==> config.mk <==
export PLATFORM = sky130hd
export DESIGN_NAME = motion_phase_classifier
export DESIGN_NICKNAME = d
export VERILOG_FILES = /design/src/hdl/mpc_pkg.sv /design/src/hdl/mpc_queue.sv /design/src/hdl/mpc_front.sv /design/src/hdl/mpc_back.sv /design/src/hdl/motion_phase_classifier.sv
export SDC_FILE = /design/constraint.sdc
export NUM_CORES = 1
export LEC_CHECK = 0
export BUFFER_PORTS_ARGS = -buffer_cell sky130_fd_sc_hd__buf_2
export CORE_ASPECT_RATIO = 0.8
export CORE_MARGIN = 2
export CORE_UTILIZATION = 30
export DETAILED_ROUTE_END_ITERATION = 10
export GPL_TIMING_DRIVEN = 0
export PLACE_DENSITY = 0.43
export SYNTH_ARGS = -nofsm -noshare
export SYNTH_HDL_FRONTEND = slang
export SYNTH_HIERARCHICAL = 1
export SYNTH_SLANG_ARGS = --single-unit
export TNS_END_PERCENT = 30
==> constraint.sdc <==
create_clock -name clock -period 6 [get_ports clock]
set_input_delay 0.9 -clock clock [delete_from_list [all_inputs] [get_ports clock]]
set_output_delay 0.9 -clock clock [all_outputs]
set_load 0.1 [all_outputs]
==> src/hdl/mpc_pkg.sv <==
// Shared types, codes and constants for the motion phase classifier.
// Used by every module under hdl but mpc_queue; depends on nothing else.
package mpc_pkg;

   // Field widths.
   localparam int SPEED_W  = 16;
   localparam int ABS_W    = SPEED_W + 1;
   localparam int LIMIT_W  = 15;
   localparam int HOLD_W   = 24;
   localparam int TIME_W   = 48;
   localparam int CSR_IDX_W  = 3;
   localparam int CSR_DATA_W = 24;

   // Defaults for the top-level parameters.
   localparam int QUEUE_DEPTH_DEFAULT = 2;
   localparam logic [HOLD_W-1:0] STATIONARY_HOLD_DEFAULT = 24'd200000;

   // Register reset values.
   localparam logic [LIMIT_W-1:0] STAT_LIN_RESET   = 15'd20;
   localparam logic [LIMIT_W-1:0] STAT_ANG_RESET   = 15'd20;
   localparam logic [LIMIT_W-1:0] TURN_ENTER_RESET = 15'd200;
   localparam logic [LIMIT_W-1:0] TURN_EXIT_RESET  = 15'd100;
   localparam logic [LIMIT_W-1:0] ARC_ENTER_RESET  = 15'd100;
   localparam logic [LIMIT_W-1:0] ARC_EXIT_RESET   = 15'd50;
   localparam logic [HOLD_W-1:0]  ENTER_HOLD_RESET = 24'd100000;
   localparam logic [HOLD_W-1:0]  EXIT_HOLD_RESET  = 24'd200000;

   // Phase codes as they appear on the result port.
   typedef enum logic [1:0] {
      PH_STRAIGHT   = 2'd0,
      PH_STATIONARY = 2'd1,
      PH_TURNING    = 2'd2,
      PH_ARC        = 2'd3
   } phase_type;

   // Configuration register indexes.
   typedef enum logic [CSR_IDX_W-1:0] {
      REG_STAT_LIN   = 3'd0,
      REG_STAT_ANG   = 3'd1,
      REG_TURN_ENTER = 3'd2,
      REG_TURN_EXIT  = 3'd3,
      REG_ARC_ENTER  = 3'd4,
      REG_ARC_EXIT   = 3'd5,
      REG_ENTER_HOLD = 3'd6,
      REG_EXIT_HOLD  = 3'd7
   } csr_index_type;

   // A request after the front end has compared it against all thresholds.
   typedef struct packed {
      logic              stationary;
      logic              turn_enter_hit;
      logic              turn_exit_hit;
      logic              arc_enter_hit;
      logic              arc_exit_hit;
      logic              discard;
      logic [TIME_W-1:0] sample_time;
   } sample_flags_type;

   // Hold times that the back end needs from the register file.
   typedef struct packed {
      logic [HOLD_W-1:0] enter_hold;
      logic [HOLD_W-1:0] exit_hold;
   } hold_cfg_type;

   // One result as it waits in the output queue.
   typedef struct packed {
      phase_type phase;
      logic      pending;
   } result_type;

endpackage

==> src/hdl/mpc_queue.sv <==
// Small first-in first-out queue of registers with a type parameter.
// Used between the front and back ends and on the result side; no package needed.
module mpc_queue #(
   parameter type item_type = logic,
   parameter int  DEPTH     = 2
) (
   input  logic     clock,
   input  logic     reset,
   input  logic     push,
   input  item_type push_data,
   output logic     full,
   input  logic     pop,
   output item_type pop_data,
   output logic     empty
);

   localparam int PTR_W = (DEPTH > 1) ? $clog2(DEPTH) : 1;
   localparam int CNT_W = $clog2(DEPTH + 1);
   localparam logic [PTR_W-1:0] LAST = PTR_W'(DEPTH - 1);

   item_type          entry_ff [DEPTH];
   logic [PTR_W-1:0]  wr_ptr_ff, wr_ptr_in;
   logic [PTR_W-1:0]  rd_ptr_ff, rd_ptr_in;
   logic [CNT_W-1:0]  count_ff, count_in;
   logic              do_push, do_pop;

   assign full     = (count_ff == CNT_W'(DEPTH));
   assign empty    = (count_ff == '0);
   assign do_push  = push && !full;
   assign do_pop   = pop && !empty;
   assign pop_data = entry_ff[rd_ptr_ff];

   // Pointer and count update, wrapping at the depth.
   always_comb begin
      wr_ptr_in = wr_ptr_ff;
      rd_ptr_in = rd_ptr_ff;
      count_in  = count_ff;
      if (do_push) begin
         wr_ptr_in = (wr_ptr_ff == LAST) ? '0 : wr_ptr_ff + 1'b1;
      end
      if (do_pop) begin
         rd_ptr_in = (rd_ptr_ff == LAST) ? '0 : rd_ptr_ff + 1'b1;
      end
      if (do_push && !do_pop) begin
         count_in = count_ff + 1'b1;
      end else if (do_pop && !do_push) begin
         count_in = count_ff - 1'b1;
      end
   end

   always_ff @(posedge clock) begin
      if (reset) begin
         wr_ptr_ff <= '0;
         rd_ptr_ff <= '0;
         count_ff  <= '0;
      end else begin
         wr_ptr_ff <= wr_ptr_in;
         rd_ptr_ff <= rd_ptr_in;
         count_ff  <= count_in;
      end
   end

   // Entry storage needs no reset.
   always_ff @(posedge clock) begin
      if (do_push) begin
         entry_ff[wr_ptr_ff] <= push_data;
      end
   end

endmodule

==> src/hdl/mpc_front.sv <==
// Front end: configuration registers and threshold compares for each request.
// Depends on mpc_pkg.
module mpc_front (
   input  logic                                clock,
   input  logic                                reset,
   input  logic                                csr_valid,
   input  logic [mpc_pkg::CSR_IDX_W-1:0]       csr_index,
   input  logic [mpc_pkg::CSR_DATA_W-1:0]      csr_data,
   input  logic signed [mpc_pkg::SPEED_W-1:0]  linear_speed,
   input  logic signed [mpc_pkg::SPEED_W-1:0]  angular_rate,
   input  logic [mpc_pkg::TIME_W-1:0]          sample_time,
   input  logic                                discard,
   output mpc_pkg::sample_flags_type           flags,
   output mpc_pkg::hold_cfg_type               hold_cfg
);
   import mpc_pkg::*;

   logic [LIMIT_W-1:0] stat_lin_ff, stat_ang_ff;
   logic [LIMIT_W-1:0] turn_enter_ff, turn_exit_ff;
   logic [LIMIT_W-1:0] arc_enter_ff, arc_exit_ff;
   logic [HOLD_W-1:0]  enter_hold_ff, exit_hold_ff;
   logic [ABS_W-1:0]   lin_ext, ang_ext, lin_abs, ang_abs;

   // Register writes; values are truncated to the register width.
   always_ff @(posedge clock) begin
      if (reset) begin
         stat_lin_ff   <= STAT_LIN_RESET;
         stat_ang_ff   <= STAT_ANG_RESET;
         turn_enter_ff <= TURN_ENTER_RESET;
         turn_exit_ff  <= TURN_EXIT_RESET;
         arc_enter_ff  <= ARC_ENTER_RESET;
         arc_exit_ff   <= ARC_EXIT_RESET;
         enter_hold_ff <= ENTER_HOLD_RESET;
         exit_hold_ff  <= EXIT_HOLD_RESET;
      end else if (csr_valid) begin
         unique case (csr_index_type'(csr_index))
            REG_STAT_LIN:   stat_lin_ff   <= csr_data[LIMIT_W-1:0];
            REG_STAT_ANG:   stat_ang_ff   <= csr_data[LIMIT_W-1:0];
            REG_TURN_ENTER: turn_enter_ff <= csr_data[LIMIT_W-1:0];
            REG_TURN_EXIT:  turn_exit_ff  <= csr_data[LIMIT_W-1:0];
            REG_ARC_ENTER:  arc_enter_ff  <= csr_data[LIMIT_W-1:0];
            REG_ARC_EXIT:   arc_exit_ff   <= csr_data[LIMIT_W-1:0];
            REG_ENTER_HOLD: enter_hold_ff <= csr_data[HOLD_W-1:0];
            REG_EXIT_HOLD:  exit_hold_ff  <= csr_data[HOLD_W-1:0];
         endcase
      end
   end

   // Magnitudes in one extra bit so the most negative value stays exact.
   assign lin_ext = {linear_speed[SPEED_W-1], linear_speed};
   assign ang_ext = {angular_rate[SPEED_W-1], angular_rate};
   assign lin_abs = linear_speed[SPEED_W-1] ? (ABS_W'(0) - lin_ext) : lin_ext;
   assign ang_abs = angular_rate[SPEED_W-1] ? (ABS_W'(0) - ang_ext) : ang_ext;

   // Every compare the classifier could need; the back end picks by phase.
   always_comb begin
      flags.stationary     = (lin_abs <= ABS_W'(stat_lin_ff)) &&
                             (ang_abs <= ABS_W'(stat_ang_ff));
      flags.turn_enter_hit = (ang_abs >= ABS_W'(turn_enter_ff));
      flags.turn_exit_hit  = (ang_abs >= ABS_W'(turn_exit_ff));
      flags.arc_enter_hit  = (lin_abs >= ABS_W'(arc_enter_ff));
      flags.arc_exit_hit   = (lin_abs >= ABS_W'(arc_exit_ff));
      flags.discard        = discard;
      flags.sample_time    = sample_time;
   end

   assign hold_cfg.enter_hold = enter_hold_ff;
   assign hold_cfg.exit_hold  = exit_hold_ff;

endmodule

==> src/hdl/mpc_back.sv <==
// Back end: phase state, candidate timing and hold decisions, one request a cycle
// while the result queue has room. Depends on mpc_pkg.
module mpc_back #(
   parameter logic [mpc_pkg::HOLD_W-1:0] STATIONARY_HOLD_US = mpc_pkg::STATIONARY_HOLD_DEFAULT
) (
   input  logic                       clock,
   input  logic                       reset,
   input  mpc_pkg::sample_flags_type  item,
   input  logic                       item_valid,
   output logic                       item_take,
   input  mpc_pkg::hold_cfg_type      hold_cfg,
   input  logic                       result_full,
   output logic                       result_push,
   output mpc_pkg::result_type        result
);
   import mpc_pkg::*;

   phase_type         phase_ff, phase_in;
   logic              pend_valid_ff, pend_valid_in;
   phase_type         pend_target_ff, pend_target_in;
   logic [TIME_W-1:0] pend_start_ff, pend_start_in;
   logic [TIME_W:0]   diff;
   logic              stale, in_band, turn_hit, arc_hit, held;
   phase_type         target;
   logic [HOLD_W-1:0] hold;

   assign item_take   = item_valid && !result_full;
   assign result_push = item_take;

   // Elapsed time since the candidate start; a borrow or zero marks a stale stamp.
   assign diff  = {1'b0, item.sample_time} - {1'b0, pend_start_ff};
   assign stale = pend_valid_ff && (diff[TIME_W] || (diff[TIME_W-1:0] == '0));

   // Class of this request, with hysteresis picked by the current phase.
   always_comb begin
      in_band  = (phase_ff == PH_TURNING) || (phase_ff == PH_ARC);
      turn_hit = in_band ? item.turn_exit_hit : item.turn_enter_hit;
      arc_hit  = (phase_ff == PH_ARC) ? item.arc_exit_hit : item.arc_enter_hit;
      if (item.stationary) begin
         target = PH_STATIONARY;
      end else if (turn_hit) begin
         target = arc_hit ? PH_ARC : PH_TURNING;
      end else begin
         target = PH_STRAIGHT;
      end
   end

   // Hold time that the candidate must last.
   always_comb begin
      unique case (target)
         PH_STATIONARY: hold = STATIONARY_HOLD_US;
         PH_STRAIGHT:   hold = hold_cfg.exit_hold;
         PH_TURNING,
         PH_ARC:        hold = hold_cfg.enter_hold;
      endcase
      held = (diff[TIME_W-1:0] >= TIME_W'(hold));
   end

   // State update for one request.
   always_comb begin
      phase_in       = phase_ff;
      pend_valid_in  = pend_valid_ff;
      pend_target_in = pend_target_ff;
      pend_start_in  = pend_start_ff;
      if (item_take) begin
         priority if (item.discard || stale) begin
            phase_in       = PH_STRAIGHT;
            pend_valid_in  = 1'b0;
            pend_target_in = PH_STRAIGHT;
            pend_start_in  = '0;
         end else if (target == phase_ff) begin
            pend_valid_in = 1'b0;
         end else if (phase_ff == PH_STATIONARY) begin
            phase_in      = target;
            pend_valid_in = 1'b0;
         end else if (!pend_valid_ff || (pend_target_ff != target)) begin
            pend_valid_in  = 1'b1;
            pend_target_in = target;
            pend_start_in  = item.sample_time;
         end else if (held) begin
            phase_in      = target;
            pend_valid_in = 1'b0;
         end
      end
   end

   assign result.phase   = phase_in;
   assign result.pending = pend_valid_in;

   always_ff @(posedge clock) begin
      if (reset) begin
         phase_ff       <= PH_STRAIGHT;
         pend_valid_ff  <= 1'b0;
         pend_target_ff <= PH_STRAIGHT;
         pend_start_ff  <= '0;
      end else begin
         phase_ff       <= phase_in;
         pend_valid_ff  <= pend_valid_in;
         pend_target_ff <= pend_target_in;
         pend_start_ff  <= pend_start_in;
      end
   end

   // A discarded request always reports straight with nothing pending.
   a_discard_clears: assert property (@(posedge clock) disable iff (reset)
      (item_take && item.discard) |-> (result.phase == PH_STRAIGHT && !result.pending))
      else $error("discard did not clear the phase");

   // The phase moves only when a request is processed.
   a_phase_holds: assert property (@(posedge clock) disable iff (reset)
      !item_take |=> $stable(phase_ff))
      else $error("phase changed without a request");

   // Leaving stationary never starts a timed candidate.
   a_stationary_exit: assert property (@(posedge clock) disable iff (reset)
      (item_take && phase_ff == PH_STATIONARY) |=> !pend_valid_ff)
      else $error("candidate pending after leaving stationary");

   // A pending candidate always differs from the current phase.
   a_target_differs: assert property (@(posedge clock) disable iff (reset)
      pend_valid_ff |-> (pend_target_ff != phase_ff))
      else $error("pending target equals current phase");

endmodule

==> src/hdl/motion_phase_classifier.sv <==
// Motion phase classifier: each request carries linear speed (mm/s), angular
// rate (mrad/s), a timestamp (us) and a discard flag, and yields exactly one
// response with the phase after that sample (0 straight, 1 stationary,
// 2 turning, 3 arc) and whether a phase change is being timed. Requests are
// taken one per clock cycle, sustained, as long as responses are popped;
// throughput is set by the back end, which updates the phase state once per
// cycle while the output queue has room. Up to QUEUE_DEPTH requests sit
// between the front and back ends and up to QUEUE_DEPTH responses wait on
// the output side. The eight registers (indexes 0 to 7) reset to 20, 20,
// 200, 100, 100, 50, 100000 and 200000, csr_ready is always high, and they
// should be written only with no request in flight. Depends on mpc_pkg,
// mpc_queue, mpc_front and mpc_back.
module motion_phase_classifier #(
   parameter int                          QUEUE_DEPTH = mpc_pkg::QUEUE_DEPTH_DEFAULT,
   parameter logic [mpc_pkg::HOLD_W-1:0] STATIONARY_HOLD_US =
      mpc_pkg::STATIONARY_HOLD_DEFAULT
) (
   input  logic                                clock,
   input  logic                                reset,
   input  logic                                req_push,
   output logic                                req_full,
   input  logic signed [mpc_pkg::SPEED_W-1:0]  req_linear_speed,
   input  logic signed [mpc_pkg::SPEED_W-1:0]  req_angular_rate,
   input  logic [mpc_pkg::TIME_W-1:0]          req_sample_time,
   input  logic                                req_discard,
   output logic                                rsp_empty,
   input  logic                                rsp_pop,
   output logic [1:0]                          rsp_motion_phase,
   output logic                                rsp_switch_pending,
   input  logic                                csr_valid,
   output logic                                csr_ready,
   input  logic [mpc_pkg::CSR_IDX_W-1:0]       csr_index,
   input  logic [mpc_pkg::CSR_DATA_W-1:0]      csr_data
);
   import mpc_pkg::*;

   sample_flags_type front_flags, back_item;
   hold_cfg_type     hold_cfg;
   logic             mid_empty, back_take;
   logic             out_full, out_push;
   result_type       back_result, out_result;

   assign csr_ready = 1'b1;

   // Threshold compares and register file.
   mpc_front u_front (
      .clock        (clock),
      .reset        (reset),
      .csr_valid    (csr_valid),
      .csr_index    (csr_index),
      .csr_data     (csr_data),
      .linear_speed (req_linear_speed),
      .angular_rate (req_angular_rate),
      .sample_time  (req_sample_time),
      .discard      (req_discard),
      .flags        (front_flags),
      .hold_cfg     (hold_cfg)
   );

   // Queue of classified requests between the two ends.
   mpc_queue #(
      .item_type (sample_flags_type),
      .DEPTH     (QUEUE_DEPTH)
   ) u_mid_queue (
      .clock     (clock),
      .reset     (reset),
      .push      (req_push),
      .push_data (front_flags),
      .full      (req_full),
      .pop       (back_take),
      .pop_data  (back_item),
      .empty     (mid_empty)
   );

   // Phase state and hold timing.
   mpc_back #(
      .STATIONARY_HOLD_US (STATIONARY_HOLD_US)
   ) u_back (
      .clock       (clock),
      .reset       (reset),
      .item        (back_item),
      .item_valid  (!mid_empty),
      .item_take   (back_take),
      .hold_cfg    (hold_cfg),
      .result_full (out_full),
      .result_push (out_push),
      .result      (back_result)
   );

   // Responses waiting to be popped.
   mpc_queue #(
      .item_type (result_type),
      .DEPTH     (QUEUE_DEPTH)
   ) u_out_queue (
      .clock     (clock),
      .reset     (reset),
      .push      (out_push),
      .push_data (back_result),
      .full      (out_full),
      .pop       (rsp_pop),
      .pop_data  (out_result),
      .empty     (rsp_empty)
   );

   assign rsp_motion_phase   = out_result.phase;
   assign rsp_switch_pending = out_result.pending;

endmodule

==> impl_results.rst, run 1 <==
.. list-table::
   :header-rows: 1

   * - Metric
     - Value
   * - Placed Instances
     - 3118
   * - Residual DRC
     - 0
   * - CTS tree
     - yes
   * - Number of post-CTS setup repair buffers
     - 0
   * - Ys flop type
     - dfxtp_1
   * - Worst relative slew slack
     - 0.307
   * - Power density relative to cell area
     - ~450 nW/um2
   * - Number of levels the H-tree was split into
     - 2
   * - Clock Latency Late Sink
     - 570 ps
   * - Required time of the critical path
     - ~6500 ps
   * - Fin crit share
     - 0.943
   * - Cells traversed along the worst timing path
     - clkbuf_4, buf_6, mux2_2, inv_1, ha_1, inv_1, fa_1, a21o_1, a221o_1, a31oi_2, a21oi_2, a311oi_2, mux2_1, a22oi_1, nand3_2, nor3_2, a21oi_1, nand3_2, buf_4, o2bb2ai_2
   * - Final standard cell utilization of the core
     - 0.348
   * - Placed standard-cell area
     - around 21000 um2
   * - Final slew viol count
     - 0
   * - GR Util All Layers
     - 0.172
   * - Number of filler cells placed in the layout
     - roughly 6.7k
   * - Cell type contributing the most total cell area after synthesis
     - dfxtp_1
   * - Post-route cell area
     - around 22000 um2
   * - Nets@finish
     - 2588
   * - Horizontal die dimension
     - 289 um
   * - Clock root buffer
     - clkbuf_16
   * - Area of the die
     - 67000 um2
   * - I/O pins
     - 119
   * - Total routed wirelength
     - 58000 um
   * - Number of nets with antenna violations after detailed routing
     - 0
   * - Critical path startpoint category
     - flip-flop
   * - Worst-case vdd ir drop
     - 0.000208 V
   * - Synth Area per Inst
     - approximately 8.8 um2
   * - Final setup viols
     - 0
   * - Port Buffer Count
     - 51
   * - Initial antenna violation count
     - 6
   * - Clock Skews
     - between 15 and 20 ps
   * - Number of endpoints with negative hold slack in the final report
     - 0
   * - Total area of multi-input combinational cells
     - 10400 um2
   * - Slowest cell on the critical path
     - a311oi_2
   * - Buf+Inv Stages, Crit Path
     - 5
   * - Net count after synthesis
     - 2496
   * - Fraction of registers with async set or reset after synthesis
     - 0
   * - Number of global-route vias before repair
     - 15.4k
   * - Delay of the slowest cell on the worst path
     - roughly 530 ps
   * - Count of max-cap constraint violations
     - 0
   * - Global-route congestion overflow total
     - 0
   * - Post-Synth XOR/XNOR Area
     - 0.0274
   * - Kind of critical path
     - flip-flop to flip-flop
   * - Post-synthesis compound-gate area fraction
     - 0.194
   * - Sequential cell area fraction in the yosys report
     - 0.382
   * - Routed WL per cell
     - 18.2 um
   * - Area fraction of the dominant cell type after synthesis
     - 0.206
   * - Cell family contributing the most delay on the critical path
     - compound AO/OA/AOI/OAI gates
   * - Synthesized instance count
     - 2216
   * - Critical path capture point type
     - flip-flop
   * - Last weighted congestion value of the routability-driven placer
     - around 0.86
   * - Post-layout minimum cycle time
     - 5660 ps
   * - Area Overhead vs Synth
     - 14.7%
   * - Global-route wire length before repair
     - 89600 um
   * - Cell area after technology mapping
     - 19500 um2
   * - Synthesized-area fraction occupied by adder cells
     - 0.108
   * - Leading post-synthesis cells by cell area
     - dfxtp_1 21%, edfxtp_1 18%, ha_1 11%
   * - Die extent in y
     - 232 um
   * - Reg clk slew, reported paths
     - 60 ps
   * - Finished Layout Cells
     - 3191
   * - Maximum fanout along the worst path
     - 10
   * - Run status
     - completed
   * - Pin count of the biggest net entering global routing
     - 55
   * - Number of violations reported at the end of detailed-routing iteration 0
     - 1087
   * - Number of vias after detailed routing
     - 16.0k
   * - HPWL reported at the end of detailed placement
     - 44400 um
   * - Transition time at the pin with the least slew margin
     - about 1000 ps
   * - Leakage power total
     - between 8 and 9 nW
   * - Cell Rows
     - 83
   * - Flip-flop and latch area
     - 7450 um2
   * - Number of distinct library cells after synthesis
     - 87
   * - Flops & latches, synth
     - approximately 320
   * - Crit path DAT
     - 6100 ps
   * - Fraction of layout cells with a size suffix above 1
     - 0.151
   * - Mux cell area share after synthesis
     - 0.0379
   * - EDFF count, synth
     - 114
   * - Setup repair after global routing missed its margin
     - false
   * - Initial DRT Pass Iterations
     - 5
   * - Largest family of logic cells by synthesized area
     - compound AO/OA/AOI/OAI gates
   * - TritonCTS buffer count
     - 39
   * - Starting utilization of the core area
     - 0.304
   * - Core box area
     - 64200 um2
   * - Hold/Removal Path Class
     - flip-flop to flip-flop
   * - Number of vias per cell after detailed routing
     - 5.01
   * - Yosys warns
     - 6
   * - Highest Clock Rate
     - 177 MHz
   * - Share of synthesized cell area in and, or, nand and nor gates
     - 0.165
   * - Total number of clock tree sinks
     - 315
   * - Buffer levels on the longest clock path
     - 3
   * - Total power consumption of the routed design
     - 10.2 mW
## where the power goes
group          total (mW)  leakage, nW  switching, mW  internal, mW
clock                2.67        0.719          0.983          1.69
sequential           2.58         2.69          0.104          2.47
combinational        4.92         4.96           3.16          1.76
## cells in the mapped netlist (5+ instances only)
library cell  number
a211o_1           21
a211oi_1          24
a21o_1            53
a21oi_1          212
a221oi_1           5
a22oi_1            6
a31o_2             5
a31oi_1            9
and2_0             6
and2_1             6
and3_1             5
and4_1            10
buf_2             26
buf_4             57
buf_6              5
clkbuf_1          61
clkbuf_2          15
dfxtp_1          201
edfxtp_1         114
ha_1             166
inv_1            203
mux2_2            61
nand2_1          370
nand2b_1          18
nand3_1           26
nand3b_1          19
nand4_1           44
nor2_1            99
nor2b_1           14
nor3_1            27
nor4_1             6
o211ai_1           8
o21a_1             9
o21ai_0           77
o21ai_1            9
o2bb2ai_1         20
o2bb2ai_2         30
o31ai_1           10
or3_1             13
or4_1              5
xnor2_1           42
xor2_1            19
## layout by cell type, fill, tap and decap left out, types with 53 or more instances in the layout
| cell type | netlist | final |
|---|---|---|
| dfxtp_1 | 201 | 201 |
| nor2_1 | 99 | 99 |
| buf_4 | 57 | 57 |
| a21o_1 | 53 | 53 |
| ha_1 | 166 | 166 |
| nand2_1 | 370 | 370 |
| a21oi_1 | 212 | 210 |
| mux2_2 | 61 | 61 |
| o21ai_0 | 77 | 76 |
| clkbuf_1 | 61 | 61 |
| edfxtp_1 | 114 | 114 |
| inv_1 | 203 | 202 |
| buf_2 | 26 | 74 |
## layout make-up
type	instances	share of cell area
inverter	203	0.0341
clock inverter	24	0.0167
timing repair buffer	52	0.0123
antenna	3	0.000336
sequential	315	0.333
buffer	165	0.0418
clock buffer	47	0.0487
multi-input combinational	1532	0.465
tap	850	0.0476
## tightest hold or removal path, cell delays in order, from the launching register on
cell     delay, ps
dfxtp_1        310
nand2_1         50
a21oi_1         50
## logic make-up after synthesis
| logic type | after synthesis |
|---|---|
| compound gates | 550 |
| buf+inv | 369 |
| mux | 66 |
| fa+ha+maj | 167 |
| xor+xnor | 61 |
| flops | 315 |
| other cells | 1 |
| simple gates | 687 |
## per-stage QoR
stage	TNS [ps]	setup WS, ps	hold slack [ps]
floorplan	0	1160	432
global placement	-757	-171	439
detailed placement	-722	-175	444
CTS	0	9.48	453
global route	0	30.6	475
finish	0	344	455
## repair_timing
item	in CTS	in global routing
hold buffers	0	0
resized for setup	2	13
setup endpoints to repair	8	59
cloned	0	0
pin swaps	0	0
## final timing paths
kind / end / slack, ps / from / cells after the start
setup / recovery: u_back/pend_target_ff[1] / 340 / flip-flop / 20
hold / removal: u_front/turn_exit_ff[1] / 450 / u_front/turn_exit_ff[1] / 2
setup reg to reg: u_back/pend_target_ff[1] / 340 / flip-flop / 20
hold reg to reg: u_front/turn_exit_ff[1] / 450 / u_front/turn_exit_ff[1] / 2
## state kept, by name (all words and copies together), names as in the netlist, named ones only
register and flops:
u_front/enter_hold_ff 24, u_back/pend_target_ff 2, u_out_queue/rd_ptr_ff 1, u_back/pend_start_ff 48, u_mid_queue/wr_ptr_ff 1, u_out_queue/count_ff 2, u_mid_queue/count_ff 2, u_front/exit_hold_ff 24
u_front/arc_enter_ff 15, u_out_queue/entry_ff 6, u_front/arc_exit_ff 15, u_out_queue/wr_ptr_ff 1, u_front/stat_ang_ff 15, u_front/turn_enter_ff 15, u_mid_queue/entry_ff 108, u_front/turn_exit_ff 15
u_back/pend_valid_ff 1, u_back/phase_ff 2, u_mid_queue/rd_ptr_ff 1, u_front/stat_lin_ff 15
## per-layer routing
metal  part of all wire  wire length, um  GRT usage
met1               0.52            30100      0.265
met2               0.40            23200      0.245
met3              0.063             3650     0.0344
met4              0.018             1030     0.0369
met5            0.00041               24          0
Note: power is estimated with default switching activity, not from simulation.
==> run 2: changes to the inputs <==
- CORE_UTILIZATION: 30 -> 28
- PLACE_DENSITY: 0.43 -> 0.41
- clock period: 6 -> 5.3 ns (I/O delays scaled with it)
==> run 2 against run 1 <==
Net effect:
- critical path depth fell by 1
- cell count rose by 2.7%
- sequential share of layout area fell by 0.53 points
- routed wire length rose by 1.7%
- setup slack got worse by 140 ps
==> impl_results.rst, run 2 (synthesized netlist as in run 1, its figures left out) <==
.. list-table::
   :header-rows: 1

   * - Metric
     - Value
   * - Post-layout minimum cycle time
     - 5090 ps (-562 ps)
   * - Critical path startpoint category
     - flip-flop
   * - Number of levels the H-tree was split into
     - 2 (unchanged)
   * - Largest registers ranked by flip-flop count
     - u_mid_queue/entry_ff (108), u_back/pend_start_ff (48)
   * - Run status
     - completed
   * - Cell Rows
     - 86 (+3.6%)
   * - Critical Path Stages
     - 19 (-5.0%)
   * - Biggest register
     - u_mid_queue/entry_ff
   * - Quantity of hold-fixing buffers added after cts
     - 0 (unchanged)
   * - Number of vias after detailed routing
     - 16.0k (+0.081%)
   * - Power density relative to cell area
     - 516 nW/um2 (+13%)
   * - Fin worst setup slack
     - 206 ps (-138 ps)
   * - Post-place setup slack
     - -890 ps (-714 ps)
   * - Buffer levels on the longest clock path
     - 3 (unchanged)
   * - Switching Share
     - 0.426 (+0.00824)
   * - Total number of clock tree sinks
     - 315 (unchanged)
   * - Number of nets with antenna violations after detailed routing
     - 0 (unchanged)
   * - GR Util All Layers
     - 0.161 (-0.0112)
   * - Final setup viols
     - 0 (unchanged)
   * - Total routed wirelength
     - 59000 um (+1.7%)
   * - Maximum fanout along the worst path
     - 6 (-4)
   * - Crit path DAT
     - 5410 ps (-690 ps)
   * - Clock root buffer
     - clkbuf_16
   * - Setup repair after global routing missed its margin
     - false
   * - Global-route congestion overflow total
     - 0 (unchanged)
   * - Critical path capture point type
     - flip-flop
   * - Routed WL per cell
     - 18.0 um (-0.98%)
   * - Area of the die
     - 71700 um2 (+7.0%)
   * - TritonCTS buffer count
     - 39 (unchanged)
   * - Leakage power total
     - 8.45 nW (+0.87%)
   * - Worst relative slew slack
     - 0.295 (-0.0113)
   * - Max FFs per register
     - 108 (unchanged)
   * - Finished Layout Cells
     - 3278 (+2.7%)
   * - Buf+Inv Stages, Crit Path
     - 5 (unchanged)
   * - Clock Latency Late Sink
     - 570 ps (about the same)
   * - Highest Clock Rate
     - 196 MHz (+11%)
   * - Final slew viol count
     - 0 (unchanged)
   * - Starting utilization of the core area
     - 0.283 (-0.0207)
   * - Diodes inserted
     - 0 (-3)
   * - Power dissipated by switching net loads
     - 4.99 mW (+18%)
   * - Most common cell after layout, fill and taps aside
     - nand2_1
   * - Reg clk slew, reported paths
     - 70 ps (about the same)
   * - Fraction of layout cells with a size suffix above 1
     - 0.172 (+0.0206)
   * - Core box area
     - 68900 um2 (+7.3%)
   * - Delay of the slowest cell on the worst path
     - 440 ps (-90 ps)
   * - Seq pwr share
     - 0.250 (-0.004)
   * - Clk pwr share
     - 0.236 (-0.027)
   * - Number of endpoints with negative hold slack in the final report
     - 0 (unchanged)
   * - Number of global-route vias before repair
     - 15.4k (+0.17%)
   * - Clock Skews
     - 32.6 ps (+13.1 ps)
   * - Cells traversed along the worst timing path
     - buf_12, buf_12, mux2_4, clkinvlp_4, ha_4, inv_1, fa_2, a21o_1, a221o_2, a31oi_4, a21oi_2, a311oi_4, mux2_1, a22oi_1, nand3_2, nor3_2, a21oi_2, a32o_1, buf_4
   * - Count of max-cap constraint violations
     - 0 (unchanged)
   * - Final-layout setup total negative slack
     - 0 ps (unchanged)
   * - Horizontal die dimension
     - 299 um (+3.5%)
   * - Initial DRT Pass Iterations
     - 5 (unchanged)
   * - Slowest cell on the critical path
     - a221o_2
   * - Cell family contributing the most delay on the critical path
     - compound AO/OA/AOI/OAI gates
   * - Number of cells on the worst reg-to-reg path
     - 19 (-5.0%)
   * - I/O pins
     - 119 (unchanged)
   * - Fin crit share
     - 0.961 (+0.0185)
   * - Residual DRC
     - 0 (unchanged)
   * - Required time of the critical path
     - 5610 ps (-840 ps)
   * - Nets@finish
     - 2603 (+0.58%)
   * - Area Overhead vs Synth
     - 16.6%
   * - Combinational Power Share
     - 0.515 (+0.031)
   * - Pin count of the biggest net entering global routing
     - 55 (unchanged)
   * - Number of cells on the worst hold path
     - 1 (-1)
   * - Transition time at the pin with the least slew margin
     - 1050 ps (+16.8 ps)
   * - Hold/Removal Path Class
     - primary input to flip-flop
   * - Number of vias per cell after detailed routing
     - 4.88 (-2.6%)
   * - Kind of critical path
     - flip-flop to flip-flop
   * - CTS tree
     - yes
   * - Last weighted congestion value of the routability-driven placer
     - 0.871 (+1.1%)
   * - Final standard cell utilization of the core
     - 0.330 (-0.0184)
   * - Port Buffer Count
     - 51 (unchanged)
   * - Number of violations reported at the end of detailed-routing iteration 0
     - 1018 (-6.3%)
   * - Placed Instances
     - 3192 (+2.4%)
   * - Die extent in y
     - 240 um (+3.4%)
   * - Number of filler cells placed in the layout
     - 7272 (+9.2%)
   * - Worst-case vdd ir drop
     - 0.000276 V (+33%)
   * - Initial antenna violation count
     - 5 (-1)
   * - Global-route wire length before repair
     - 90600 um (+1.0%)
   * - HPWL reported at the end of detailed placement
     - 44900 um (+1.2%)
   * - Most used cells in the layout excluding fill and tap cells
     - 369 x nand2_1, 203 x a21oi_1, 201 x inv_1
   * - Design internal power
     - 6.73 mW (+14%)
-- run 2: power by group through the flow --
| stage | sequential (mW) | clock (mW) | combinational [mW] |
|---|---|---|---|
| finish | 2.92 | 2.76 | 6.03 |
| global route | 2.95 | 2.93 | 6.70 |
| CTS | 2.92 | 2.86 | 5.73 |
| detailed placement | 2.97 | 0 | 5.50 |
| global placement | 2.97 | 0 | 5.44 |
| floorplan | 2.94 | 0 | 4.01 |
-- run 2: worst register-to-register path, cell delays in order, from the launching register on --
cell	delay, ps
dfxtp_2	340
buf_12	160
buf_12	120
mux2_4	300
clkinvlp_4	190
ha_4	170
inv_1	50
fa_2	370
a21o_1	200
a221o_2	440
a31oi_4	180
a21oi_2	130
a311oi_4	430
mux2_1	370
a22oi_1	390
nand3_2	120
nor3_2	270
a21oi_2	160
a32o_1	300
buf_4	150
-- run 2: timing repair --
action	in CTS	in global routing
endpoints found under the hold margin	0	0
setup endpoints to repair	59	59
buffers inserted	4	13
pin swaps	8	27
resized for setup	38	43
-- run 2: path summary, 6_finish.rpt --
path	startpoint	end	slack [ps]
max reg2reg	flip-flop	u_out_queue/entry_ff[1][0]	210
min reg2reg	u_front/enter_hold_ff[8]	u_front/enter_hold_ff[8]	450
min	req_sample_time[21]	u_mid_queue/entry_ff[1][21]	410
max	flip-flop	u_out_queue/entry_ff[1][0]	210
-- run 2: cell type report --
cell class / count / area (um2) / share of cell area
multi-input cells: 1532 / 10600 / 0.469
flip-flops and latches: 315 / 7450 / 0.328
well taps: 924 / 1160 / 0.0509
clock buffers: 51 / 1090 / 0.0480
plain buffers: 163 / 970 / 0.0427
inverters: 203 / 766 / 0.0337
repair buffers: 69 / 413 / 0.0182
clock inverters: 21 / 224 / 0.00986
-- run 2: routing by layer --
| metal | track usage | part of all wire | vias up |
|---|---|---|---|
| met5 | 0 | 0 | - |
| met4 | 0.0420 | 0.020 | 0 |
| met3 | 0.0246 | 0.042 | 73 |
| met2 | 0.231 | 0.40 | 337 |
| met1 | 0.248 | 0.53 | 7604 |
| li1 | - | - | 7976 |
-- run 2: per-stage QoR --
stage          power [mW]  instance area [um2]  hold slack [ps]
5_1_grt              12.6                22700              381
2_1_floorplan        6.95                19500              432
6_report             11.7                22700              408
3_5_place_dp         8.47                20900              445
4_1_cts              11.5                22400              369
3_3_place_gp         8.41                20900              439
==> run 3: changes to the inputs <==
- clock period: 5.3 -> 5.75 ns (I/O delays scaled with it)
==> run 3 against run 2 <==
Net effect:
- sequential power is 7.9% lower
- setup slack improved by 170 ps
- routed wire length decreased by 0.28%
- largest cell class unchanged
- highest routed layer unchanged
- combinational power is 12% lower
- clock skew increased by 1.9 ps
==> impl_results.rst, run 3 (synthesized netlist as in run 1, its figures left out) <==
.. list-table::
   :header-rows: 1

   * - Metric
     - Value
   * - Area of the die
     - 71700 um2 (unchanged)
   * - Required time of the critical path
     - 6170 ps (+560 ps)
   * - Highest Clock Rate
     - 186 MHz (-5.2%)
   * - Max FFs per register
     - 108 (unchanged)
   * - I/O pins
     - 119 (unchanged)
   * - Core box area
     - 68900 um2 (unchanged)
   * - Pin count of the biggest net entering global routing
     - 55 (unchanged)
   * - Number of filler cells placed in the layout
     - 7291 (+0.26%)
   * - Total number of clock tree sinks
     - 315 (unchanged)
   * - Number of nets with antenna violations after detailed routing
     - 0 (unchanged)
   * - Fin crit share
     - 0.935 (-0.0262)
   * - Transition time at the pin with the least slew margin
     - 1050 ps (+1.39 ps)
   * - Initial antenna violation count
     - 5 (unchanged)
   * - GR Util All Layers
     - 0.161 (-0.000244)
   * - CTS tree
     - yes
   * - Total routed wirelength
     - 58800 um (-0.28%)
   * - Worst relative slew slack
     - 0.294 (-0.000932)
   * - Clock root buffer
     - clkbuf_16
   * - Number of vias after detailed routing
     - 16.0k (-0.24%)
   * - Number of endpoints with negative hold slack in the final report
     - 0 (unchanged)
   * - Placed Instances
     - 3192 (unchanged)
   * - Kind of critical path
     - flip-flop to flip-flop
   * - Total power consumption of the routed design
     - 10.5 mW (-10%)
   * - Cell Rows
     - 86 (unchanged)
   * - Post-layout minimum cycle time
     - 5380 ps (+282 ps)
   * - Post-place setup slack
     - -440 ps (+450 ps)
   * - Fraction of layout cells with a size suffix above 1
     - 0.156 (-0.0155)
   * - Area Overhead vs Synth
     - 15.0%
   * - Global-route wire length before repair
     - 90400 um (-0.17%)
   * - Clock Skews
     - 34.5 ps (+1.87 ps)
   * - Routed WL per cell
     - 18.0 um (about the same)
   * - Fin worst setup slack
     - 374 ps (+168 ps)
   * - Worst-case vdd ir drop
     - 0.000252 V (-8.5%)
   * - Global-route congestion overflow total
     - 0 (unchanged)
   * - Last weighted congestion value of the routability-driven placer
     - 0.871 (unchanged)
   * - Power density relative to cell area
     - 470 nW/um2 (-8.9%)
   * - Crit path DAT
     - 5800 ps (+390 ps)
   * - TritonCTS buffer count
     - 39 (unchanged)
   * - Initial DRT Pass Iterations
     - 5 (unchanged)
   * - Horizontal die dimension
     - 299 um (unchanged)
   * - Finished Layout Cells
     - 3268 (-0.31%)
   * - Biggest register
     - u_mid_queue/entry_ff
   * - Leakage power total
     - 8.35 nW (-1.2%)
   * - Number of levels the H-tree was split into
     - 2 (unchanged)
   * - Quantity of hold-fixing buffers added after cts
     - 0 (unchanged)
   * - Nets@finish
     - 2593 (-0.38%)
   * - Number of violations reported at the end of detailed-routing iteration 0
     - 1089 (+7.0%)
   * - Final setup viols
     - 0 (unchanged)
   * - Maximum fanout along the worst path
     - 10 (+4)
   * - Run status
     - completed
   * - Critical path startpoint category
     - flip-flop
   * - Count of max-cap constraint violations
     - 0 (unchanged)
   * - Die extent in y
     - 240 um (unchanged)
   * - Hold/Removal Path Class
     - flip-flop to flip-flop
   * - Buffer levels on the longest clock path
     - 3 (unchanged)
   * - Critical path capture point type
     - flip-flop
   * - Starting utilization of the core area
     - 0.283 (unchanged)
   * - Reg clk slew, reported paths
     - 60 ps (about the same)
   * - Number of global-route vias before repair
     - 15.3k (-0.29%)
   * - Most used cells in the layout excluding fill and tap cells
     - 370 x nand2_1, 208 x a21oi_1, 201 x inv_1, 201 x dfxtp_1, 166 x ha_1
   * - HPWL reported at the end of detailed placement
     - 44900 um (unchanged)
   * - Number of vias per cell after detailed routing
     - 4.88 (about the same)
   * - Diodes inserted
     - 0 (unchanged)
   * - Most common cell after layout, fill and taps aside
     - nand2_1
   * - Clock Latency Late Sink
     - 570 ps (about the same)
   * - Largest registers ranked by flip-flop count
     - u_mid_queue/entry_ff (108), u_back/pend_start_ff (48)
   * - Port Buffer Count
     - 51 (unchanged)
   * - Residual DRC
     - 0 (unchanged)
   * - Final slew viol count
     - 0 (unchanged)
## run 3: cell count changes in the layout (fill, tap and decap cells not counted), sizes merged
cell  previous run  this run
buf            157       147
## run 3: metal layers
layer | GRT usage | up-vias | wire length [um]
met4 | 0.0418 | 0 | 1250
met5 | 0 | - | 0
met3 | 0.0246 | 76 | 2740
met2 | 0.230 | 343 | 23600
li1 | - | 7951 | -
met1 | 0.248 | 7581 | 31200
## run 3: worst paths after layout
check	depth (start not counted)	slack, ps	endpoint	startpoint
worst max-delay path	20	370	u_back/pend_target_ff[0]	flip-flop
worst max register to register	20	370	u_back/pend_target_ff[0]	flip-flop
worst min-delay path	2	450	u_front/enter_hold_ff[11]	u_front/enter_hold_ff[11]
worst min register to register	2	450	u_front/enter_hold_ff[11]	u_front/enter_hold_ff[11]
## run 3: critical path: stages, from the launching register on
cell,delay (ps)
dfxtp_1,350
buf_12,180
buf_8,160
mux2_2,360
clkinvlp_4,170
ha_1,190
inv_1,50
fa_1,420
a21o_1,200
a221o_2,430
a31oi_4,180
a21oi_2,120
a311oi_4,420
mux2_1,370
a22oi_1,360
nand3_2,120
nor3_2,250
a21oi_1,200
nand3_2,280
buf_4,330
o2bb2ai_2,90
## run 3: repair_timing
item,in CTS,in global routing
setup endpoints to repair,59,59
pin swaps,2,8
gates resized for setup,11,23
gates cloned,0,0
setup buffers,2,3
## run 3: power breakdown
group	leakage, nW	total (mW)	switching [mW]	internal (mW)
clock network	0.651	2.55	1.02	1.52
logic	5.01	5.28	3.36	1.92
registers	2.69	2.69	0.111	2.58
total	8.35	10.5	4.50	6.03
## run 3: cell type report
type | instances | area [um2] | share of cell area
buffer | 165 | 951 | 0.0424
clock buffer | 51 | 1090 | 0.0487
clock inverter | 21 | 224 | 0.0100
inverter | 203 | 766 | 0.0342
multi-input combinational | 1532 | 10500 | 0.467
sequential | 315 | 7450 | 0.332
tap | 924 | 1160 | 0.0516
timing repair buffer | 57 | 313 | 0.0140
## run 3: stage by stage
stage	TNS, ps	utilization	instance area (um2)	hold slack, ps
after detailed placement	-8890	0.304	20900	445
final	0	0.325	22400	453
after global placement	-8520	0.303	20900	439
after global routing	-30.2	0.325	22400	449
after CTS	0	0.324	22300	436
after floorplan	0	-	19500	432
